==> src/rtl/sumon_pkg.sv <==
`timescale 1ns / 1ps
package sumon_pkg;

  // Event selector carried in s_tuser
  typedef enum logic [2:0] {
    FUNC_REFILL      = 3'd0,
    FUNC_VSYNC       = 3'd1,
    FUNC_MARK        = 3'd2,
    FUNC_RESTART     = 3'd3,
    FUNC_READ_BUCKET = 3'd4,
    FUNC_READ_LOG    = 3'd5,
    FUNC_CLEAR       = 3'd6
  } func_t;

  // Stream widths (fields packed from bit 0, padded to whole bytes)
  localparam int unsigned IN_TDATA_W  = 72;
  localparam int unsigned OUT_TDATA_W = 360;

  // Register map
  localparam int unsigned PADDR_W = 3;
  localparam logic [PADDR_W-3:0] REG_LAG_THRESHOLD = 1'b0;

  // Frames skipped after clear before headroom is measured
  localparam logic [31:0] WARMUP_FRAMES = 32'd4;
  // Histogram bucket width is 128 us
  localparam int unsigned HIST_SHIFT = 7;
  // Since-time of a source that was never marked
  localparam logic [31:0] NEVER_SINCE = 32'hFFFF_FFFF;

  // Histogram memory control
  typedef struct packed {
    logic issue;   // item accepted: read the addressed bucket
    logic clear;   // accepted item is a clear
    logic commit;  // stage 1 item moves to the output register
    logic incr;    // stage 1 item bumps its bucket
  } hist_cmd_t;

  // Log memory control
  typedef struct packed {
    logic issue;   // item accepted: read the addressed slot
    logic append;  // accepted item writes a log entry
  } log_cmd_t;

endpackage

==> src/rtl/sumon_cfg.sv <==
`timescale 1ns / 1ps
module sumon_cfg (
  input  logic                          clk,
  input  logic                          rst,
  input  logic                          psel,
  input  logic                          penable,
  input  logic                          pwrite,
  input  logic [sumon_pkg::PADDR_W-1:0] paddr,
  input  logic [31:0]                   pwdata,
  output logic [31:0]                   prdata,
  output logic                          pready,
  output logic [31:0]                   lag_threshold
);
  import sumon_pkg::*;

  logic hit;
  logic wr;

  assign pready = 1'b1;
  assign hit    = (paddr[PADDR_W-1:2] == REG_LAG_THRESHOLD);
  assign wr     = psel && penable && pwrite && pready;

  // Hold the threshold register
  always_ff @(posedge clk) begin
    if (rst) begin
      lag_threshold <= 32'd0;
    end else if (wr && hit) begin
      lag_threshold <= pwdata;
    end
  end

  // Return the addressed register
  assign prdata = hit ? lag_threshold : 32'd0;

endmodule

==> config.mk <==
export PLATFORM = sky130hd
export DESIGN_NAME = sumon_cfg
export DESIGN_NICKNAME = d
export VERILOG_FILES = /design/src/rtl/sumon_pkg.sv /design/src/rtl/sumon_cfg.sv
export SDC_FILE = /design/constraint.sdc
export NUM_CORES = 1
export LEC_CHECK = 0
export BUFFER_PORTS_ARGS = -buffer_cell sky130_fd_sc_hd__buf_2
export CAP_MARGIN = 25
export CORE_AREA = 2 2 86 88
export DETAILED_ROUTE_END_ITERATION = 10
export DIE_AREA = 0 0 88 90
export PLACE_DENSITY = 0.56
export SLEW_MARGIN = 25
export SYNTH_ARGS = -nofsm -noshare
export SYNTH_HDL_FRONTEND = slang
export SYNTH_SLANG_ARGS = --single-unit
==> constraint.sdc <==
create_clock -name clk -period 1.2 [get_ports clk]
set_clock_uncertainty 0.2 [all_clocks]
set_input_delay 0.12 -clock clk [delete_from_list [all_inputs] [get_ports clk]]
set_output_delay 0.12 -clock clk [all_outputs]
set_load 0.005 [all_outputs]
* Word level (Yosys, flattened, before mapping) *
Index checks and enable logic that the tools add are counted.
Widths: inputs -> output; s select.

storage, ports and cells
  register bits = 32
  bits in latches = 0
  bits in writable memories = 0
  bits in read-only memories = 0
  input bits = 40
  logic and storage cells = 6
  memories kept = 0

cells by class
  $add $sub $neg = 0
  $mul = 0
  div/mod/pow operators = 0
  $lt $le $gt $ge = 0
  equal/unequal tests = 0
  shift-type cells = 0
  mux-type cells = 1
  bitwise operators = 1
  reduce and logical (&&, ||, !) cells = 3

operators by type and width
  kind               count
  $mux 32            1
  $logic_and 1x1->1  3
  $not 1->1          1

* Depth between registers and ports, before layout *
Gate-level depths: netlist of the first run.

  depth after elaboration = 3
  gate-level depth with buffers = 4

* Worst setup path after synthesis of the first run *
Ideal clock, no wire load.

  kind = input port to flip-flop
  from = input port paddr[2] (netlist bit)
  to = register lag_threshold[0]
  arrival = 789 ps
  setup slack = 140 ps
  cell stages on the path = 4
  buffers on the path = 2
  cell sequence = and4b_1 buf_6 buf_12 mux2i_1

between the ends
  cells in the longest elaborated chain, start to end = 2

RTL lines
  element               RTL line         RTL
  from (decl)           sumon_cfg.sv:8   input logic [sumon_pkg::PADDR_W-1:0] paddr,
  $not 1->1             sumon_cfg.sv:20  assign hit = (paddr[PADDR_W-1:2] == REG_LAG_THRESHOLD);
  $logic_and 1x1->1     sumon_cfg.sv:27  end else if (wr && hit) begin
  to (signal assigned)  sumon_cfg.sv:28  lag_threshold <= pwdata;
  to (decl)             sumon_cfg.sv:12  output logic [31:0] lag_threshold

Every way passes these cells.
A chain may end at the register's enable or synchronous reset.

* Final worst setup path of the first run *
  from = register lag_threshold[31]
  to = output port prdata[31]

between the ends
  cells in the longest elaborated chain, start to end = 1

RTL lines
  element    RTL line         RTL
  $mux 32    sumon_cfg.sv:33  assign prdata = hit ? lag_threshold : 32'd0;
  to (decl)  sumon_cfg.sv:10  output logic [31:0] prdata,

Every way passes these cells.

==> results.md, run 1 <==
- The share of synthesized area occupied by flip-flops and latches is 37.8%.
- The first routing iteration left 39 violations.
- The largest registers in the layout are lag_threshold: 32 flops.
- After Yosys synthesis, and, or, nand and nor cells account for 36.3% of the synthesized area.
- The summed area of non-filler cells in the final layout is 0.00292 mm2.
- The maximum level of the CTS H-tree is 2.
- The tree is rooted in a sky130_fd_sc_hd__clkbuf_8.
- The number of setup violations in the final report is 2.
- Dividing the detail-routed wire length by the instance count gives 10.5 um.
- The run finished, with violations left.
- By instance count, the leading cell after synthesis is sky130_fd_sc_hd__nand2b_1.
- The element type at the critical path start is a register.
- Across the VDD grid, the largest voltage drop is 0.410 mV.
- Of the total synthesized cell area, the portion taken by XOR and XNOR cells is 0%.
- The power density normalized to cell area is 812 mW/mm2.
- The smallest clock period supported by the final layout is computed as 1.22 ns.
- For flop-to-flop paths, the worst setup slack is 0.31 ns.
- The congestion estimate from routability-driven global placement came to 0.682.
- 105 I/O pins were placed.
- In this run the critical register-to-register path is captured at lag_threshold[30]$_SDFFE_PP0P_.
- At the end of the flow, the number of nets in the layout was 366.
- Across the run, the number of max-cap violations was 0.
- In this run, synthesis inferred 0 flip-flops with an integrated enable.
- The area fraction of the dominant cell type after synthesis is 37.8%.
- For this run, the number of Yosys warnings is 0.
- For this design, the sink count on the clock tree is 32.
- The endpoint of the worst setup timing path is prdata[31].
- Synthesis handed over a netlist of 177 instances.
- Dividing the detail-routed via count by the number of cells gives 3.89.
- Counting every net in the synthesized netlist gives 217.
- Registers take 681 um2.
- In the final layout, the multi-input gates occupy 986 um2.
- The post-place instance area is 0.00225 mm2.
- STA classifies the critical path endpoint as an output port.
- Clock-pin slew was measured on the worst setup and hold paths at 0.07 ns.
- Measured against the total synthesized area, the mux share comes to 18.9%.
- The cell type with the largest total area after synthesis is sky130_fd_sc_hd__dfxtp_1.
- For this run, asynchronously set or reset flops after synthesis account for 0%.
- The horizontal die dimension is 88 um.
- The pre-antenna-repair detailed-routing pass consisted of 4 iterations.
- From bottom edge to top edge, the die measures 90 um.
- By area the synthesized netlist is led by sky130_fd_sc_hd__dfxtp_1 (38%), sky130_fd_sc_hd__nand2b_1 (24%), sky130_fd_sc_hd__mux2i_1 (19%).
- Along the worst path, the maximum fanout reaches 2.
- After synthesis, the largest family of logic cells by area is simple AND/OR/NAND/NOR gates.
- The worst path uses 102% of the clock period.
- The relative slew slack is 48.0%.
- The data arrival time of the worst path is 0.90 ns.
- The worst register-to-register path begins at lag_threshold[30]$_SDFFE_PP0P_.
- The first global-routing pass estimated 6.56 mm of wire.
- The smallest setup slack after layout is -0.0244 ns.
- The detailed router placed 1652 vias in this run.
- The number of antenna violations at the first check in global routing is 0.
- The final-report max-slew violation count is 0.
- The number of placement rows is 31.
- The clock network latency to the later pin of the worst-skew pair is 0.27 ns.
- The slew at the pin closest to its max-slew limit is 0.780 ns.
- The analysis attributes to cell leakage a power of 1.38 nW.
- The kind of critical path is register to output port.
- The final count of hold timing violations is 0.
- Cells with a size suffix above 1 make up 53.1% of the layout.
- For this run, the leading register cell type out of synthesis is sky130_fd_sc_hd__dfxtp_1.
- The via count of the first global-routing pass is 1465.
- OpenSTA, run right after detailed placement, puts the worst setup slack at -0.140 ns.
- The number of different library cells used by synthesis comes to 11.
- The number of buffers between clock root and the deepest sink is 2.
- The start point of the critical path is lag_threshold[31]$_SDFFE_PP0P_.
- The initial utilization of the core area, before any placement, comes to 24.2%.
- Setup repair after global routing could not meet its margin everywhere.
- The synthesized netlist devotes 0% of its cell area to adder and majority cells.
- In this run the standard cell core region covers 0.00702 mm2.
- TritonCTS built the clock tree.
- From synthesis to final layout, the design area changed by 72.1%.
- The average instance in the mapped netlist occupies 9.59 um2.
- The post-synthesis sequential element count is 32.
- Clock tree synthesis inserted a total of 5 buffers.
- The wire-length estimate of the detail-placed layout is 2.75 mm.
- The checks that failed: setup timing.
- The register ranked first by flip-flop count is lag_threshold.
- The number of flip-flops under the largest register name is 32.
- By count the netlist is led by sky130_fd_sc_hd__nand2b_1 (64), sky130_fd_sc_hd__dfxtp_1 (32), sky130_fd_sc_hd__mux2i_1 (32).
- The count of antenna-violating nets left after detailed routing is 0.
- Buffers placed on the I/O ports in this run total 101.
- After routing, the total negative slack on setup checks comes to -0.0328 ns.
- The largest net degree at the start of global routing is 65.
- STA puts the critical path data required time at 0.88 ns.
- The top achievable clock speed is 0.817 GHz.
- The number of fillers in the final layout is 715.
- Summing the areas of all compound-gate instances in the mapped netlist gives 0% of the synthesized area.
- The die covers 0.00792 mm2.
- The overflow left after global routing is 0.
- The number of diodes added for antenna fixing is 0.
- The synthesized area is 0.00170 mm2.
- The aggregate global-route resource usage is 10.5%.
- Measured in cells, the most critical reg-to-reg path has a length of 3.
- The final wirelength is 4.47 mm.
- The class of the tightest hold or removal check is register to register.
- The DRC violation count after routing is 0.
[cell families (layout without fill, tap and decap cells)]
kind of cell	count (synthesis)	in the layout
muxes	32	32
other	1	1
DFF	32	32
and+or+nand+nor	97	97
buffers and inverters	15	164
[critical path, cell delays in order, from the launching register on]
cell and delay [ns]:
sky130_fd_sc_hd__dfxtp_2 0.32, sky130_fd_sc_hd__and2b_2 0.19, sky130_fd_sc_hd__buf_2 0.12
[routing by layer]
layer | share of wire, % | GRT usage, % | vias to the layer above
met5 | 0 | 0 | -
met1 | 44 | 12.1 | 740
met2 | 48 | 17.9 | 58
li1 | - | - | 848
met3 | 5.8 | 3.12 | 6
met4 | 1.6 | 3.85 | 0
[stage by stage]
stage / hold slack, ns / total power (W) / util (%) / cells
2_1_floorplan: 0.0753 / 0.00128 / - / 177
3_3_place_gp: 0.183 / 0.00138 / 32.1 / 366
3_5_place_dp: 0.191 / 0.00139 / 32.1 / 366
4_1_cts: 0.279 / 0.00238 / 38.6 / 407
5_1_grt: 0.301 / 0.00251 / 41.6 / 425
6_report: 0.276 / 0.00237 / 41.6 / 425
[placed cells by master (no fill, tap or decap)]
master and n:
sky130_fd_sc_hd__nor2b_4 6, sky130_fd_sc_hd__and4b_2 1, sky130_fd_sc_hd__nor2b_1 24, sky130_fd_sc_hd__dfxtp_2 32, sky130_fd_sc_hd__mux2i_1 32, sky130_fd_sc_hd__dlygate4sd3_1 32, sky130_fd_sc_hd__buf_8 1, sky130_fd_sc_hd__conb_1 1
sky130_fd_sc_hd__clkbuf_8 7, sky130_fd_sc_hd__buf_12 1, sky130_fd_sc_hd__buf_2 100, sky130_fd_sc_hd__and2b_2 2, sky130_fd_sc_hd__buf_6 1, sky130_fd_sc_hd__buf_4 22, sky130_fd_sc_hd__nand2b_1 64
[worst min-delay path by stage]
stage / from / endpoint / slack [ns] / depth (start not counted)
floorplan: pwdata[0] / lag_threshold[0]$_SDFFE_PP0P_ / 0.08 / 2
global placement: pwdata[21] / lag_threshold[21]$_SDFFE_PP0P_ / 0.18 / 3
detailed placement: pwdata[8] / lag_threshold[8]$_SDFFE_PP0P_ / 0.19 / 3
CTS: lag_threshold[20]$_SDFFE_PP0P_ / lag_threshold[20]$_SDFFE_PP0P_ / 0.28 / 2
global route: lag_threshold[26]$_SDFFE_PP0P_ / lag_threshold[26]$_SDFFE_PP0P_ / 0.30 / 2
finish: lag_threshold[26]$_SDFFE_PP0P_ / lag_threshold[26]$_SDFFE_PP0P_ / 0.28 / 2
[where the power goes]
group          switching, W  internal (W)
Sequential        0.0000149       0.00109
Combinational      0.000137      0.000238
Clock              0.000381      0.000511
[repair_timing]
action | in CTS | in global routing
setup endpoints to repair | 18 | 33
endpoints found under the hold margin | 32 | 0
hold buffers | 32 | 0
setup buffers | 2 | 18
gates resized for setup | 18 | 26
[cell type report]
class	count	area share, %
Clock buffer	7	3.30
Multi-Input combinational cell	130	33.8
Sequential cell	32	23.3
Tap cell	99	4.24
Timing Repair Buffer	157	35.4
No activity file was read; power rests on OpenSTA's default activity.
==> inputs of run 2 (changes only) <==
- CORE_AREA: 2 2 86 88 -> 2 2 66 68
- DIE_AREA: 0 0 88 90 -> 0 0 68 70
- PLACE_DENSITY: 0.56 -> 0.85
==> results.md, run 2 (same netlist as run 1, synthesis figures left out) <==
- The peak ir drop on the vdd network is 0.561 mV (was 0.410 mV).
- The number of flip-flops under the largest register name is 32 (unchanged).
- The largest fanout on the critical path is 3 (was 2).
- The maximum level of the CTS H-tree was 2 (unchanged).
- The total number of vias is 1716 (was 1652).
- The global-route wire length before repair is 7.16 mm (was 6.56 mm).
- The die footprint is 0.00476 mm2 (was 0.00792 mm2).
- The kind of critical path is register to output port (unchanged).
- Outcome: complete, but fails checks (unchanged).
- The clock transition at the registers of the reported paths is 0.06 ns (was 0.07 ns).
- The cell chosen for the clock root was sky130_fd_sc_hd__clkbuf_8 (unchanged).
- The first-pass detailed-route iteration total is 4 (unchanged).
- The floorplan core area was 0.00414 mm2 (was 0.00702 mm2).
- The number of stages on the worst hold path is 2 (unchanged).
- The worst flop-to-flop path endpoint is lag_threshold[19]$_SDFFE_PP0P_ (was lag_threshold[30]$_SDFFE_PP0P_).
- The number of diodes added for antenna fixing was 0 (unchanged).
- The via count of the first global-routing pass is 1590 (was 1465).
- The slew at the pin closest to its max-slew limit is 0.742 ns (was 0.780 ns).
- The clock network latency to the later pin of the worst-skew pair is 0.27 ns (about the same).
- The number of buffers inserted during clock tree synthesis is 5 (unchanged).
- The class of the tightest hold or removal check is register to register (unchanged).
- The startpoint of the most critical register-to-register path is lag_threshold[19]$_SDFFE_PP0P_ (was lag_threshold[30]$_SDFFE_PP0P_).
- The kind of cell with the highest combined delay on the critical path is flip-flops (unchanged).
- The number of clock sinks is 32 (unchanged).
- The layout net count is 361 (was 366).
- The aggregate global-route resource usage is 19.9% (was 10.5%).
- The depth of the worst register-to-register path is 3 (unchanged).
- The most frequent standard cell in the layout excluding fill and tap cells is sky130_fd_sc_hd__buf_2 (unchanged).
- The number of buffer and inverter instances along the worst setup path is 1 (unchanged).
- Most used cells in the layout excluding fill and tap cells: sky130_fd_sc_hd__buf_2 (98), sky130_fd_sc_hd__nand2b_1 (64), sky130_fd_sc_hd__mux2i_1 (32), sky130_fd_sc_hd__dlygate4sd3_1 (32), sky130_fd_sc_hd__dfxtp_2 (32) (was sky130_fd_sc_hd__buf_2 (100), sky130_fd_sc_hd__nand2b_1 (64), sky130_fd_sc_hd__mux2i_1 (32), sky130_fd_sc_hd__dlygate4sd3_1 (32), sky130_fd_sc_hd__dfxtp_2 (32)).
- The data arrival time of the worst path was 0.93 ns (was 0.90 ns).
- The detailed placer's ending HPWL came to 2.73 mm (was 2.75 mm).
- The largest net degree at the start of global routing came to 65 (unchanged).
- The average wire per standard cell is 13.4 um (was 10.5 um).
- The DRC violation count after routing is 0 (unchanged).
- The top achievable clock speed is 0.801 GHz (was 0.817 GHz).
- The data required time at the worst endpoint is 0.88 ns (about the same).
- Largest registers: lag_threshold: 32 flops (unchanged).
- The overflow left after global routing was 0 (unchanged).
- The post-place instance area was 0.00223 mm2 (was 0.00225 mm2).
- The register-to-register setup slack came to 0.28 ns (was 0.31 ns).
- The initial standard-cell utilization of the core was 40.9% (was 24.2%).
- The final-report max-slew violation count is 0 (unchanged).
- The time the worst path needs with I/O delays and setup is 1.25 ns (was 1.22 ns).
- The max-cap violation count is 0 (unchanged).
- The count of antenna-violating nets left after detailed routing is 0 (unchanged).
- The number of buffers between clock root and the deepest sink is 2 (unchanged).
- The number of antenna violations at the first check in global routing is 0 (unchanged).
- The horizontal die dimension is 68 um (was 88 um).
- The number of I/O port buffers is 101 (unchanged).
- The smallest setup slack after layout is -0.0486 ns (was -0.0244 ns).
- The number of setup violations in the final report is 4 (was 2).
- The kind of end point of the critical path is an output port (unchanged).
- The average via count per standard cell is 4.63 (was 3.89).
- The TritonCTS clock tree is done (unchanged).
- The reported leakage power is 1.34 nW (was 1.38 nW).
- The register ranked first by flip-flop count is lag_threshold (unchanged).
- The summed area of non-filler cells in the final layout is 0.00288 mm2 (was 0.00292 mm2).
- The largest stage delay on the critical path is 0.35 ns (was 0.32 ns).
- The endpoint of the worst hold-timing path is lag_threshold[9]$_SDFFE_PP0P_ (was lag_threshold[26]$_SDFFE_PP0P_).
- The detailed router's first-iteration violation count came to 64 (was 39).
- The power density normalized to cell area is 772 mW/mm2 (was 812 mW/mm2).
- Crit path cell chain: nor2b_2 > buf_2 (was and2b_2 > buf_2).
- The vertical die dimension was 70 um (was 90 um).
- The relative slew slack was 50.6% (was 48.0%).
- The final wirelength was 4.99 mm (was 4.47 mm).
- The placer congestion estimate was 0.695 (was 0.682).
- The start point of the critical path was lag_threshold[22]$_SDFFE_PP0P_ (was lag_threshold[31]$_SDFFE_PP0P_).
- RSZ-0062 raised after global routing: true (unchanged).
- The element type at the critical path start is a register (unchanged).
- The number of I/O pins is 105 (unchanged).
- The layout overhead on the synthesized area was 69.6% (was 72.1%).
- The final-layout setup total negative slack was -0.0810 ns (was -0.0328 ns).
- The final count of hold timing violations is 0 (unchanged).
- The number of placement rows is 24 (was 31).
- The ratio of final minimum period to clock period was 104% (was 102%).
- The origin of the worst min-delay path is lag_threshold[9]$_SDFFE_PP0P_ (was lag_threshold[26]$_SDFFE_PP0P_).
- The cell with the largest stage delay on the worst path is sky130_fd_sc_hd__dfxtp_2 (unchanged).
- The fraction of the core area covered by cells at the end of the flow came to 69.4% (was 41.6%).
- Violated checks: setup timing (unchanged).
- The fraction of final layout cells sized beyond drive strength 1 is 54.9% (was 53.1%).
-- run 2: per-stage QoR --
| stage | setup slack (ns) | instances | power (W) | hold WS [ns] |
|---|---|---|---|---|
| 4_1_cts | -0.0241 | 361 | 0.00220 | 0.284 |
| 6_report | -0.0486 | 371 | 0.00222 | 0.279 |
| 2_1_floorplan | 0.140 | 177 | 0.00128 | 0.0753 |
| 5_1_grt | -0.0680 | 371 | 0.00232 | 0.297 |
| 3_5_place_dp | -0.115 | 322 | 0.00139 | 0.189 |
| 3_3_place_gp | -0.0443 | 322 | 0.00138 | 0.181 |
-- run 2: power breakdown --
group / switching [W] / internal, W / total [W]
clock: 0.000347 / 0.000373 / 0.000720
combinational: 0.000149 / 0.000243 / 0.000392
sequential: 0.0000175 / 0.00109 / 0.00111
total: 0.000513 / 0.00171 / 0.00222
-- run 2: final cells by class --
cell class	instances	area, um2
flip-flops and latches	32	681
fillers	334	1270
repair buffers	152	1020
well taps	52	65.1
multi-input cells	130	1040
clock buffers	5	68.8
-- run 2: worst max-delay path by stage --
stage	endpoint	slack [ns]	depth (start not counted)
floorplan	lag_threshold[0]$_SDFFE_PP0P_	0.14	4
global placement	lag_threshold[7]$_SDFFE_PP0P_	-0.04	3
detailed placement	lag_threshold[19]$_SDFFE_PP0P_	-0.11	3
CTS	prdata[31]	-0.02	2
global route	prdata[22]	-0.07	2
finish	prdata[22]	-0.05	2
-- run 2: timing repair --
| item | CTS | global route |
|---|---|---|
| resized for setup | 10 | 52 |
| hold buffers | 32 | 0 |
| buffers inserted | 2 | 10 |
| endpoints found under the setup margin | 10 | 32 |
| endpoints found under the hold margin | 32 | 0 |
-- run 2: worst register-to-register path, cell delays in order, from the launching register on --
cell and delay [ns]:
sky130_fd_sc_hd__dfxtp_2 0.33, sky130_fd_sc_hd__buf_4 0.10, sky130_fd_sc_hd__nand2b_1 0.05, sky130_fd_sc_hd__mux2i_1 0.15
-- run 2: per-layer routing --
layer | track usage, % | share of wire (%) | vias to the layer above
li1 | - | - | 835
met1 | 20.3 | 35 | 806
met3 | 5.31 | 5.4 | 13
met4 | 7.33 | 3.0 | 0
met5 | 0 | 0 | -
met2 | 37.0 | 57 | 62
