**config.mk**
```make
export PLATFORM = sky130hd
export DESIGN_NAME = sumon_hist
export DESIGN_NICKNAME = d
export VERILOG_FILES = /design/src/rtl/sumon_pkg.sv /design/src/rtl/sumon_hist.sv
export SDC_FILE = /design/constraint.sdc
export NUM_CORES = 1
export LEC_CHECK = 0
export ABC_AREA = 1
export BUFFER_PORTS_ARGS = -buffer_cell sky130_fd_sc_hd__buf_2
export CORE_MARGIN = 2
export CORE_UTILIZATION = 50
export CTS_CLUSTER_SIZE = 14
export DETAILED_ROUTE_END_ITERATION = 10
export PLACE_DENSITY = 0.7
export SYNTH_ARGS = -nofsm -noshare
export SYNTH_HDL_FRONTEND = slang
export SYNTH_SLANG_ARGS = --single-unit
export TNS_END_PERCENT = 10
```
**constraint.sdc**
```tcl
create_clock -name clk -period 7.65 [get_ports clk]
set_clock_uncertainty 0.1 [all_clocks]
set_input_delay 1.53 -clock clk [delete_from_list [all_inputs] [get_ports clk]]
set_output_delay 1.53 -clock clk [all_outputs]
set_load 0.05 [all_outputs]
```
**src/rtl/sumon_pkg.sv**
```systemverilog
`timescale 1ns / 1ps
package sumon_pkg;

  // Event selector carried in s_tuser
  typedef enum logic [2:0] {
    FUNC_REFILL      = 3'd0,
    FUNC_VSYNC       = 3'd1,
    FUNC_MARK        = 3'd2,
    FUNC_RESTART     = 3'd3,
    FUNC_READ_BUCKET = 3'd4,
    FUNC_READ_LOG    = 3'd5,
    FUNC_CLEAR       = 3'd6
  } func_t;

  // Stream widths (fields packed from bit 0, padded to whole bytes)
  localparam int unsigned IN_TDATA_W  = 72;
  localparam int unsigned OUT_TDATA_W = 360;

  // Register map
  localparam int unsigned PADDR_W = 3;
  localparam logic [PADDR_W-3:0] REG_LAG_THRESHOLD = 1'b0;

  // Frames skipped after clear before headroom is measured
  localparam logic [31:0] WARMUP_FRAMES = 32'd4;
  // Histogram bucket width is 128 us
  localparam int unsigned HIST_SHIFT = 7;
  // Since-time of a source that was never marked
  localparam logic [31:0] NEVER_SINCE = 32'hFFFF_FFFF;

  // Histogram memory control
  typedef struct packed {
    logic issue;   // item accepted: read the addressed bucket
    logic clear;   // accepted item is a clear
    logic commit;  // stage 1 item moves to the output register
    logic incr;    // stage 1 item bumps its bucket
  } hist_cmd_t;

  // Log memory control
  typedef struct packed {
    logic issue;   // item accepted: read the addressed slot
    logic append;  // accepted item writes a log entry
  } log_cmd_t;

endpackage

```
**src/rtl/sumon_hist.sv**
```systemverilog
`timescale 1ns / 1ps
module sumon_hist #(
  parameter int DEPTH  = 16,
  parameter int ADDR_W = 4
) (
  input  logic                 clk,
  input  logic                 rst,
  input  sumon_pkg::hist_cmd_t cmd,
  input  logic [ADDR_W-1:0]    rd_addr,
  output logic [31:0]          count
);
  import sumon_pkg::*;

  logic [31:0]       mem [DEPTH];
  logic [31:0]       rdata;
  logic [ADDR_W-1:0] addr_q;
  logic [DEPTH-1:0]  valid;
  logic              fwd_valid;
  logic [ADDR_W-1:0] fwd_addr;
  logic [31:0]       fwd_data;
  logic              wr;
  logic [31:0]       count_inc;

  assign wr        = cmd.commit && cmd.incr;
  assign count_inc = count + 32'd1;

  // Pick the current count: same-edge write, then memory, then cleared value
  always_comb begin
    if (fwd_valid && (fwd_addr == addr_q)) begin
      count = fwd_data;
    end else if (valid[addr_q]) begin
      count = rdata;
    end else begin
      count = 32'd0;
    end
  end

  // Read on accept, write back on commit
  always_ff @(posedge clk) begin
    if (cmd.issue) begin
      rdata  <= mem[rd_addr];
      addr_q <= rd_addr;
    end
    if (wr) begin
      mem[addr_q] <= count_inc;
      fwd_addr    <= addr_q;
      fwd_data    <= count_inc;
    end
  end

  // Track written buckets; a clear wins over a same-edge write back
  always_ff @(posedge clk) begin
    if (rst) begin
      valid     <= '0;
      fwd_valid <= 1'b0;
    end else if (cmd.issue && cmd.clear) begin
      valid     <= '0;
      fwd_valid <= 1'b0;
    end else if (wr) begin
      valid[addr_q] <= 1'b1;
      fwd_valid     <= 1'b1;
    end
  end

endmodule

```
; ---- Yosys cells after proc, flatten, opt, wreduce, memory -nomap -nowiden
; Memory sizes are Yosys's and may differ from the RTL's. A register that Yosys moved wholly into a read port is not among the register bits.
; Index checks and enable logic that the tools add are counted.
[word_totals]
regBits = 57
latch_bits = 0
mem_bits_rw = 512
romBits = 0
input_bits = 10
out_inout_bits = 32
wordCells = 24
mem_count = 1
[op_classes]
add_sub_neg = 1
n_mul = 0
div_mod_pow = 0
magnitude_cmp = 2
eq_ne = 1
shift = 0
muxes = 8
bitwise = 1
n_reduce_logical = 5
[memory_table]
columns = name, words, width, read_ports, rd_ports_with_merged_regs, write_ports, line_no
row1 = mem, 16, 32, 1, 1, 1, sumon_hist.sv:14  ; logic [31:0] mem [DEPTH];
[op_table]
columns = cell, n
row1 = $mux W32, 2
row2 = $add A32 B1 Y32 const B, 1
row3 = $or A16 B16 Y16, 1
row4 = $lt A4 B5 Y1 const B, 1
row5 = $bmux W1 S4, 1
row6 = $demux W1 S4, 1
row7 = $eq A4 B4 Y1, 1
row8 = $ge A4 B1 Y1 const B, 1
row9 = $logic_and A1 B1 Y1, 4
row10 = $mux W1, 4
row11 = $reduce_or A2 Y1, 1

; ---- Logic depth before layout (Yosys ltp)
; Gate-level depths: netlist (run 1).
[depth]
depth_word = 5
ltp_mapped = 19
depth_no_buf = 19

; ---- Worst setup path before layout (run 1)
; No wires, ideal clock.
[synth_timing]
path_type = input-to-reg
from = input cmd[1] (netlist bit)
to = memory mem[13][0], enable pin
setup_time_ps = 423
t_arrival_ps = 4110
required_time_ps = 7127
setup_slack_ps = 3017
cell_stages = 4
n_path_buf = 0
path_cell_list = nand2_1 > inv_1 > nand3_1 > nor2_1
[synth_between]
elab_chain_cells = 3
[synth_lines]
columns = element, line_no
row1 = "start, declared", sumon_hist.sv:8  ; input sumon_pkg::hist_cmd_t cmd,
row2 = $logic_and A1 B1 Y1, sumon_hist.sv:24  ; assign wr = cmd.commit && cmd.incr;
row3 = named net wr, sumon_hist.sv:21  ; logic wr;
row4 = $mux W1, sumon_hist.sv:44  ; if (wr) begin
row5 = $mux W1 (implied by the code), sumon_hist.sv:45  ; mem[addr_q] <= count_inc;
row6 = "end, declared", sumon_hist.sv:14
; The timed path passes the listed nets, and every way through them passes these cells.

; ---- Worst setup path in the final report (run 1)
[layout_timing]
from = register addr_q[0]
to = output count[0]
[layout_between]
elab_chain_cells = 4
word_cells_on_any_way = 6
classes_between = 1 x eq/ne / 4 x mux / 1 x reduce/logical
[layout_lines]
columns = element, line_no
row1 = "start, declared", sumon_hist.sv:16  ; logic [ADDR_W-1:0] addr_q;
row2 = "start signal, assigned", sumon_hist.sv:42  ; addr_q <= rd_addr;
row3 = $bmux W1 S4, sumon_hist.sv:31  ; end else if (valid[addr_q]) begin
row4 = $mux W1 (implied by the code), sumon_hist.sv:31
row5 = $mux W32, sumon_hist.sv:31
row6 = $mux W32 *, sumon_hist.sv:29  ; if (fwd_valid && (fwd_addr == addr_q)) begin
row7 = "end, declared", sumon_hist.sv:10  ; output logic [31:0] count
; Mark *: on every way between the ends. The rest lies on a longest branch, timed or not. The select of a mux whose other input is x is not followed.

==> impl_metrics.py, run 1 <==
metrics = {
    "status": {
        "status": "completed",
    },
    "clock_tree": {
        "cts_tree": "yes",
        "cts_hold_buf": 0,
        "clock-sinks": 601,
        "root_buffer": "clkbuf_16",
        "cts_resized": 0,
        "worst_skew_pair.late_latency_ns": 0.62,
        "htree_num_levels": 2,
        "clk_pin_slew_worst_paths_ns": 0.06,
        "tritoncts.num_buffers": 57,
        "cts.path.max_buffers": 3,
        "post_cts_buffers": 0,
    },
    "detailed_routing": {
        "drt_iter0_markers": 1699,
        "drc": 0,
        "firstDrtPassIters": 7,
        "routed_wl_um": 58900,
        "wl_per_cell_um": 22.0,
        "antenna_left": 0,
        "via_count": 15171,
        "viasPerCell": 5.68,
    },
    "logic_synthesis": {
        "synth_cell_types": 33,
        "yosys.area_share.simple": 0.0742,
        "synth_fp_nets": 1942,
        "async_reset_ff_frac": 0,
        "synth_compound_area_frac": 0.104,
        "yosysSeqAreaShare": 0.716,
        "avgSynthCellArea_um2": 12.9,
        "synthAdderAreaFrac": 0.000501,
        "synth_edf_count": 584,
        "yosysWarningCount": 0,
        "synth_xor_area_frac": 0.00561,
        "synthFlopType": "edfxtp_1",
        "synth_area_um2": 25000,
        "syn_inst": 1931,
        "ys_ff_latch": 601,
        "synth_top_family_by_area": "compound AO/OA/AOI/OAI gates",
        "muxShareOfSynthArea": 0.0513,
    },
    "placed_design": {
        "place_congestion": 0.874,
        "dpl-instance-area_um2": 26000,
        "pre_cts_ws_ns": 3.04,
        "io_buffers": 41,
        "dp_cells": 2569,
        "dp.final_hpwl_um": 32800,
    },
    "worst_setup_path": {
        "cp-end-kind": "output pin",
        "reg2reg_slack_ns": 3.01,
        "critPathRequiredTime_ns": 6.02,
        "start_kind": "flop",
        "reg2reg_to": "mem[11][16]",
        "path_class": "flop to output pin",
        "critPathMaxFanout": 25,
        "cp.arrival_ns": 3.42,
        "r2r_start": "addr_q[0]",
        "worstRegToRegCells": 17,
    },
    "min_path": {
        "hold_class": "flop to flop",
        "worstHoldStart": "valid[0]",
        "whs_path_depth": 2,
        "hold-path-endpoint": "valid[0]",
    },
    "run": {
        "cap_viol_max_count": 0,
    },
    "die": {
        "fp-row-count": 81,
        "start_util": 0.508,
        "dieArea_um2": 51800,
        "core_um2": 49200,
        "io_pins": 42,
        "die_h_um": 227,
        "fp.dieW_um": 227,
    },
    "sta": {
        "period_needed_ns": 5.05,
        "setup_tns_ns": 0,
        "slew-limit-headroom": 0.174,
        "final-hold-violation-count": 0,
        "setup_violations": 0,
        "timing.fmax_mhz": 198,
        "worstMarginPinSlew_ns": 1.24,
        "whs_ns": 0.370,
        "slew_viol_final": 0,
        "rsz0062_at_grt": "no",
        "worst_slack_ns": 2.60,
        "fin_crit_sh": 0.660,
    },
    "final_layout": {
        "design_area_um2": 27700,
        "layout-drive-gt1-share": 0.112,
        "layout.cells.non_filler": 2673,
        "area_growth_pct": 10.8,
        "layout_common_cells": "584 x edfxtp_1, 244 x nand2_1, 196 x inv_1",
        "nets": 1975,
        "n_antenna_cell": 0,
        "layout_commonest_cell": "edfxtp_1",
    },
    "global_routing": {
        "grt_pass1_wl_um": 87000,
        "grt_pass1_vias": 14526,
        "grt-ovfl-total": 0,
        "track_usage": 0.230,
        "antenna_found_initial": 6,
        "grt_max_degree": 176,
    },
    "pwr": {
        "peakVddDrop_uv": 179,
        "power.density_nw_per_um2": 237,
        "leakage_nw": 10.1,
    },
}
## cell usage after synthesis, drive strengths merged, types with 17 or more instances
| library cell | instances | area, µm² |
|---|---|---|
| buf | 33 | 199 |
| dfxtp | 17 | 340 |
| inv | 201 | 754 |
| nand2 | 270 | 1090 |
| a21oi | 131 | 656 |
| o211ai | 128 | 961 |
| nor2 | 100 | 420 |
| clkbuf | 70 | 263 |
| edfxtp | 584 | 17500 |
| nand3 | 62 | 328 |
| o21ai | 179 | 907 |
| mux2i | 128 | 1280 |
## power by group
| group | switching, mW | total [mW] | internal, mW |
|---|---|---|---|
| Combinational | 0.229 | 0.318 | 0.0888 |
| Clock | 1.16 | 2.59 | 1.43 |
| Sequential | 0.0202 | 3.65 | 3.63 |
## cells by family (layout without fill, tap and decap cells)
| logic type | Yosys count | in the layout |
|---|---|---|
| adder cells (fa/ha/maj) | 1 | 1 |
| buffers and inverters | 305 | 383 |
| AO/OA/AOI/OAI | 445 | 445 |
| AND/OR/NAND/NOR | 435 | 435 |
| flip-flops | 601 | 601 |
| multiplexers | 128 | 128 |
| XOR/XNOR | 16 | 16 |
## layer usage
metal / global-route usage / vias to the layer above / routed length, µm
li1: - / 7010 / -
met1: 0.320 / 7410 / 24600
met2: 0.370 / 659 / 27400
met3: 0.0428 / 92 / 5490
met4: 0.0677 / 0 / 1440
met5: 0 / - / 0
## flip-flops by register name, summed over array words and instances (netlist names)
register and flops:
valid 16, mem 512, fwd_valid 1, fwd_data 32, fwd_addr 4, rdata 32
addr_q 4
## how the worst max path moves through the flow
stage	cells after the start	slack, ns	startpoint	end
floorplan	4	3.02	cmd[1]	mem[13][0]
global route	12	2.28	addr_q[0]	count[0]
detailed placement	17	3.04	addr_q[0]	mem[14][16]
finish	12	2.60	addr_q[0]	count[0]
global placement	17	3.16	addr_q[0]	mem[10][16]
CTS	12	2.58	addr_q[0]	count[0]
## metrics by stage
stage	util	power, mW
3_3_place_gp	0.529	4.03
6_report	0.563	6.55
3_5_place_dp	0.529	4.03
5_1_grt	0.563	6.74
2_1_floorplan	-	3.92
4_1_cts	0.563	6.59
## critical path: stages, from the launching register on
cell      delay [ns]
edfxtp_1        0.60
inv_2           0.17
nand2_1         0.09
nand2_1         0.05
nand2_1         0.06
nand2_1         0.06
nand2_1         0.06
nand2_2         0.30
nor2_2          0.36
nor2_1          0.08
nor2_2          0.62
inv_2           0.11
buf_2           0.25
## layout make-up
class,count,area [µm²]
Fill cell,3881,21500
Sequential cell,601,17900
Multi-Input combinational cell,1025,6010
Clock buffer,70,1480
Tap cell,664,831
Inverter,202,761
Timing Repair Buffer,77,503
Clock inverter,34,215
(Power assumes the default switching activity.)
==> run 2, diff against run 1 <==
--- a/config.mk
+++ b/config.mk
@@ -11,7 +11,7 @@
 export CORE_UTILIZATION = 50
 export CTS_CLUSTER_SIZE = 14
 export DETAILED_ROUTE_END_ITERATION = 10
-export PLACE_DENSITY = 0.7
+export PLACE_DENSITY = 0.72
 export SYNTH_ARGS = -nofsm -noshare
 export SYNTH_HDL_FRONTEND = slang
 export SYNTH_SLANG_ARGS = --single-unit
==> constraint.sdc (replaced) <==
create_clock -name clk -period 4.29 [get_ports clk]
set_clock_uncertainty 0.1 [all_clocks]
set_input_delay 0.858 -clock clk [delete_from_list [all_inputs] [get_ports clk]]
set_output_delay 0.858 -clock clk [all_outputs]
set_load 0.05 [all_outputs]
==> run 2 against run 1 <==
Compared with the run above: sequential cell count is the same; global-route usage is 1.0 points higher; sequential share of layout area is 1.0 points lower.
==> impl_metrics.py, run 2 (same netlist as run 1, synthesis figures left out) <==
metrics = {
    "status": {
        "status": "completed",
    },
    "clock_tree": {
        "clk_pin_slew_worst_paths_ns": 0.07,
        "post_cts_buffers": 0,
        "tritoncts.num_buffers": 57,
        "clock-sinks": 601,
        "htree_num_levels": 2,
        "cts_hold_buf": 0,
        "cts.path.max_buffers": 3,
        "root_buffer": "clkbuf_16",
        "worst_skew_pair.late_latency_ns": 0.62,
        "cts_resized": 0,
        "cts_tree": "yes",
    },
    "sta": {
        "fin_crit_sh": 0.944,
        "setup_violations": 0,
        "slew-limit-headroom": 0.106,
        "period_needed_ns": 4.05,
        "final-hold-violation-count": 0,
        "setup_tns_ns": 0,
        "slew_viol_final": 0,
        "worstMarginPinSlew_ns": 1.33,
        "timing.fmax_mhz": 247,
        "rsz0062_at_grt": "yes",
    },
    "die": {
        "die_h_um": 227,
        "start_util": 0.508,
        "dieArea_um2": 51800,
        "fp-row-count": 81,
        "io_pins": 42,
        "fp.dieW_um": 227,
        "core_um2": 49200,
    },
    "worst_setup_path": {
        "cp.arrival_ns": 4.19,
        "critPathRequiredTime_ns": 4.43,
        "critPathMaxFanout": 24,
        "cp-end-kind": "flop",
        "path_class": "flop to flop",
        "start_kind": "flop",
    },
    "detailed_routing": {
        "firstDrtPassIters": 6,
        "viasPerCell": 5.77,
        "via_count": 15514,
        "wl_per_cell_um": 23.0,
        "antenna_left": 0,
        "drt_iter0_markers": 1480,
        "routed_wl_um": 61700,
        "drc": 0,
    },
    "run": {
        "cap_viol_max_count": 0,
    },
    "final_layout": {
        "layout-drive-gt1-share": 0.121,
        "layout_common_cells": "584 x edfxtp_1, 244 x nand2_1, 196 x inv_1",
        "area_growth_pct": 12.6,
        "largest_register_ff_count": 512,
        "layout_commonest_cell": "edfxtp_1",
        "regMostFlops": "mem",
        "n_antenna_cell": 0,
        "nets": 1988,
        "largestRegisters": "mem: 512 flops, fwd_data: 32 flops, rdata: 32 flops",
    },
    "pwr": {
        "peakVddDrop_uv": 286,
        "leakage_nw": 10.3,
        "power.density_nw_per_um2": 425,
        "power.total_mw": 11.9,
    },
    "global_routing": {
        "grt-ovfl-total": 0,
        "track_usage": 0.240,
        "grt_pass1_wl_um": 90800,
        "antenna_found_initial": 0,
        "grt_max_degree": 128,
        "grt_pass1_vias": 14843,
    },
    "placed_design": {
        "place_congestion": 1.01,
        "dp.final_hpwl_um": 35800,
        "io_buffers": 41,
    },
    "min_path": {
        "hold_class": "flop to flop",
    },
}
[run 2: cell types whose count changed in the layout (fill, tap and decap cells not counted), moves of 2 or more]
cell       delta
buf_12       +20
buf_4         -7
bufinv_16     +2
clkbuf_16     +2
clkinv_1      -4
clkinv_2      +2
xnor2_1       +2
xnor2_2       -2
[run 2: cell type report]
cell class	count	area, µm²
repair buffers	90	851
clock inverters	34	272
fillers	3836	21000
clock buffers	71	1520
multi-input cells	1025	6010
flip-flops and latches	601	17900
inverters	202	761
well taps	664	831
[run 2: critical path: stages, from the launching register on]
cell	delay (ns)
edfxtp_1	0.57
inv_2	0.23
nand2_1	0.08
nand2_1	0.07
nand2_1	0.06
nand2_1	0.08
nand2_1	0.06
nand2_2	0.09
buf_4	0.28
o21ai_0	0.13
nand2_1	0.14
ha_1	0.27
nand3_2	0.19
nor2_2	0.21
nand2_1	0.13
xnor2_1	0.97
[run 2: layer usage]
layer	routed length (µm)	vias up	track usage
met4	2060	0	0.0854
met1	24500	7622	0.319
met5	0	-	0
met3	5590	129	0.0441
met2	29500	730	0.397
li1	-	7033	-
[run 2: where the power goes]
group	switching, mW	internal [mW]
logic	0.412	0.174
clock network	2.10	2.75
registers	0.0362	6.47
[run 2: worst paths after layout]
kind	from	endpoint	slack, ns	cells after the start
worst max-delay path	addr_q[0]	mem[1][10]	0.24	15
worst min-delay path	valid[2]	valid[2]	0.37	2
worst max register to register	addr_q[0]	mem[1][10]	0.24	15
worst min register to register	valid[2]	valid[2]	0.37	2
[run 2: metrics by stage]
stage               hold WS (ns)   util  instance area (µm²)  setup slack (ns)  cells
floorplan                  0.321      -                25000             0.329   1931
global placement           0.362  0.535                26300             0.531   2582
detailed placement         0.363  0.535                26300             0.325   2582
CTS                        0.372  0.572                28100             0.300   2687
global route               0.401  0.572                28100           -0.0496   2687
finish                     0.372  0.572                28100             0.242   2687
==> run 3, diff against run 2 <==
--- a/config.mk
+++ b/config.mk
@@ -7,11 +7,10 @@
 export LEC_CHECK = 0
 export ABC_AREA = 1
 export BUFFER_PORTS_ARGS = -buffer_cell sky130_fd_sc_hd__buf_2
-export CORE_MARGIN = 2
 export CORE_UTILIZATION = 50
 export CTS_CLUSTER_SIZE = 14
 export DETAILED_ROUTE_END_ITERATION = 10
-export PLACE_DENSITY = 0.72
+export PLACE_DENSITY = 0.7
 export SYNTH_ARGS = -nofsm -noshare
 export SYNTH_HDL_FRONTEND = slang
 export SYNTH_SLANG_ARGS = --single-unit
==> constraint.sdc (replaced) <==
create_clock -name clk -period 4.9 [get_ports clk]
set_clock_uncertainty 0.1 [all_clocks]
set_input_delay 0.98 -clock clk [delete_from_list [all_inputs] [get_ports clk]]
set_output_delay 0.98 -clock clk [all_outputs]
set_load 0.05 [all_outputs]
==> run 3 against run 2 <==
Compared with the run above: first-iteration DRC count increased by 12%; clock power decreased by 18%; cell count about the same; critical endpoint is now count[30]; worst setup slack improved by 0.46 ns; die area decreased by 1.8%; sequential cell count unchanged; total power decreased by 15%; utilization decreased by 0.67 points.
==> impl_metrics.py, run 3 (same netlist as run 1, synthesis figures left out) <==
metrics = {
    "status": {
        "status": "completed",
    },
    "pwr": {
        "peakVddDrop_uv": 238,
        "power.density_nw_per_um2": 366,
        "leakage_nw": 10.2,
        "power.total_mw": 10.2,
    },
    "sta": {
        "setup_tns_ns": 0,
        "slew-limit-headroom": 0.165,
        "worstMarginPinSlew_ns": 1.25,
        "whs_ns": 0.382,
        "timing.fmax_mhz": 238,
        "period_needed_ns": 4.20,
        "rsz0062_at_grt": "no",
        "fin_crit_sh": 0.856,
        "slew_viol_final": 0,
        "setup_violations": 0,
        "final-hold-violation-count": 0,
    },
    "worst_setup_path": {
        "critPathRequiredTime_ns": 3.82,
        "reg2reg_to": "mem[0][10]",
        "cp-end-kind": "output pin",
        "cp-startpoint": "addr_q[0]",
        "reg2reg_slack_ns": 0.89,
        "path_class": "flop to output pin",
        "critPathMaxFanout": 15,
        "setup.worst_path.end": "count[30]",
        "start_kind": "flop",
        "cp.arrival_ns": 3.12,
        "worstRegToRegCells": 14,
        "r2r_start": "addr_q[0]",
    },
    "detailed_routing": {
        "wl_per_cell_um": 22.7,
        "via_count": 15466,
        "drc": 0,
        "antenna_left": 0,
        "routed_wl_um": 60900,
        "viasPerCell": 5.76,
        "firstDrtPassIters": 5,
        "drt_iter0_markers": 1655,
        "met1_length_um": 25200,
        "dr_wl_met2_um": 28500,
        "top_layer_used": "met4",
        "met3_length_um": 4990,
    },
    "global_routing": {
        "grt_pass1_wl_um": 90800,
        "grt-ovfl-total": 0,
        "grt_max_degree": 124,
        "grt_pass1_vias": 14610,
        "track_usage": 0.243,
        "antenna_found_initial": 1,
    },
    "clock_tree": {
        "cts.path.max_buffers": 3,
        "root_buffer": "clkbuf_16",
        "post_cts_buffers": 0,
        "cts_hold_buf": 0,
        "tritoncts.num_buffers": 56,
        "cts_resized": 0,
        "worst_skew_pair.late_latency_ns": 0.62,
        "cts_tree": "yes",
        "htree_num_levels": 2,
        "clock-sinks": 601,
        "clk_pin_slew_worst_paths_ns": 0.06,
    },
    "min_path": {
        "hold_class": "flop to flop",
    },
    "final_layout": {
        "area_growth_pct": 11.3,
        "layout_common_cells": "584 x edfxtp_1, 244 x nand2_1, 196 x inv_1",
        "layout_commonest_cell": "edfxtp_1",
        "regMostFlops": "mem",
        "nets": 1991,
        "design_area_um2": 27800,
        "n_antenna_cell": 0,
        "largestRegisters": "mem: 512 flops, fwd_data: 32 flops, rdata: 32 flops",
        "largest_register_ff_count": 512,
        "layout-drive-gt1-share": 0.119,
    },
    "die": {
        "core_um2": 49200,
        "start_util": 0.508,
        "die_h_um": 225,
        "io_pins": 42,
        "fp-row-count": 81,
        "fp.dieW_um": 225,
        "dieArea_um2": 50800,
    },
    "placed_design": {
        "dpl-instance-area_um2": 26100,
        "io_buffers": 41,
        "place_congestion": 0.972,
        "dp.final_hpwl_um": 35000,
    },
    "run": {
        "cap_viol_max_count": 0,
    },
}
run 3: worst min path at each step:
stage / depth (start not counted) / start / endpoint
final: 2 / valid[7] / valid[7]
after detailed placement: 2 / valid[7] / valid[7]
after floorplan: 0 / addr_q[1] / fwd_addr[1]
after global routing: 2 / valid[6] / valid[6]
after global placement: 2 / valid[5] / valid[5]
after CTS: 2 / valid[7] / valid[7]
run 3: critical path: stages, from the launching register on:
cell and delay [ns]:
edfxtp_1 0.57, inv_2 0.23, nand2_1 0.07, nand2_1 0.07, nand2_1 0.06, nand2_1 0.08
nand2_1 0.05, nand2_2 0.30, buf_4 0.25, inv_1 0.06, nand2_2 0.12, nand2_1 0.06
nand2_1 0.23, buf_2 0.33
run 3: per-stage QoR:
stage                     worst slack [ns]  cells   util
after floorplan                      0.817   1931      -
after global placement                1.18   2586  0.532
after detailed placement             0.971   2586  0.532
after CTS                            0.745   2685  0.565
after global routing                 0.458   2685  0.565
final                                0.704   2685  0.565
run 3: layout make-up:
class / instances / area (µm²)
tap: 664 / 831
inverter: 202 / 761
fill: 3878 / 21400
clock buffer: 72 / 1480
timing repair buffer: 94 / 681
clock inverter: 27 / 163
sequential: 601 / 17900
multi-input combinational: 1025 / 6000
run 3: power breakdown:
group          internal, mW  leakage (nW)  total, mW  switching (mW)
clock                  2.18         0.802       3.98            1.81
sequential             5.67          5.70       5.69          0.0271
combinational         0.146          3.70      0.505           0.359
run 3: metal layers:
layer,GRT usage,up-vias
li1,-,7027
met1,0.335,7602
met2,0.394,711
met3,0.0296,126
met4,0.0985,0
met5,0,-
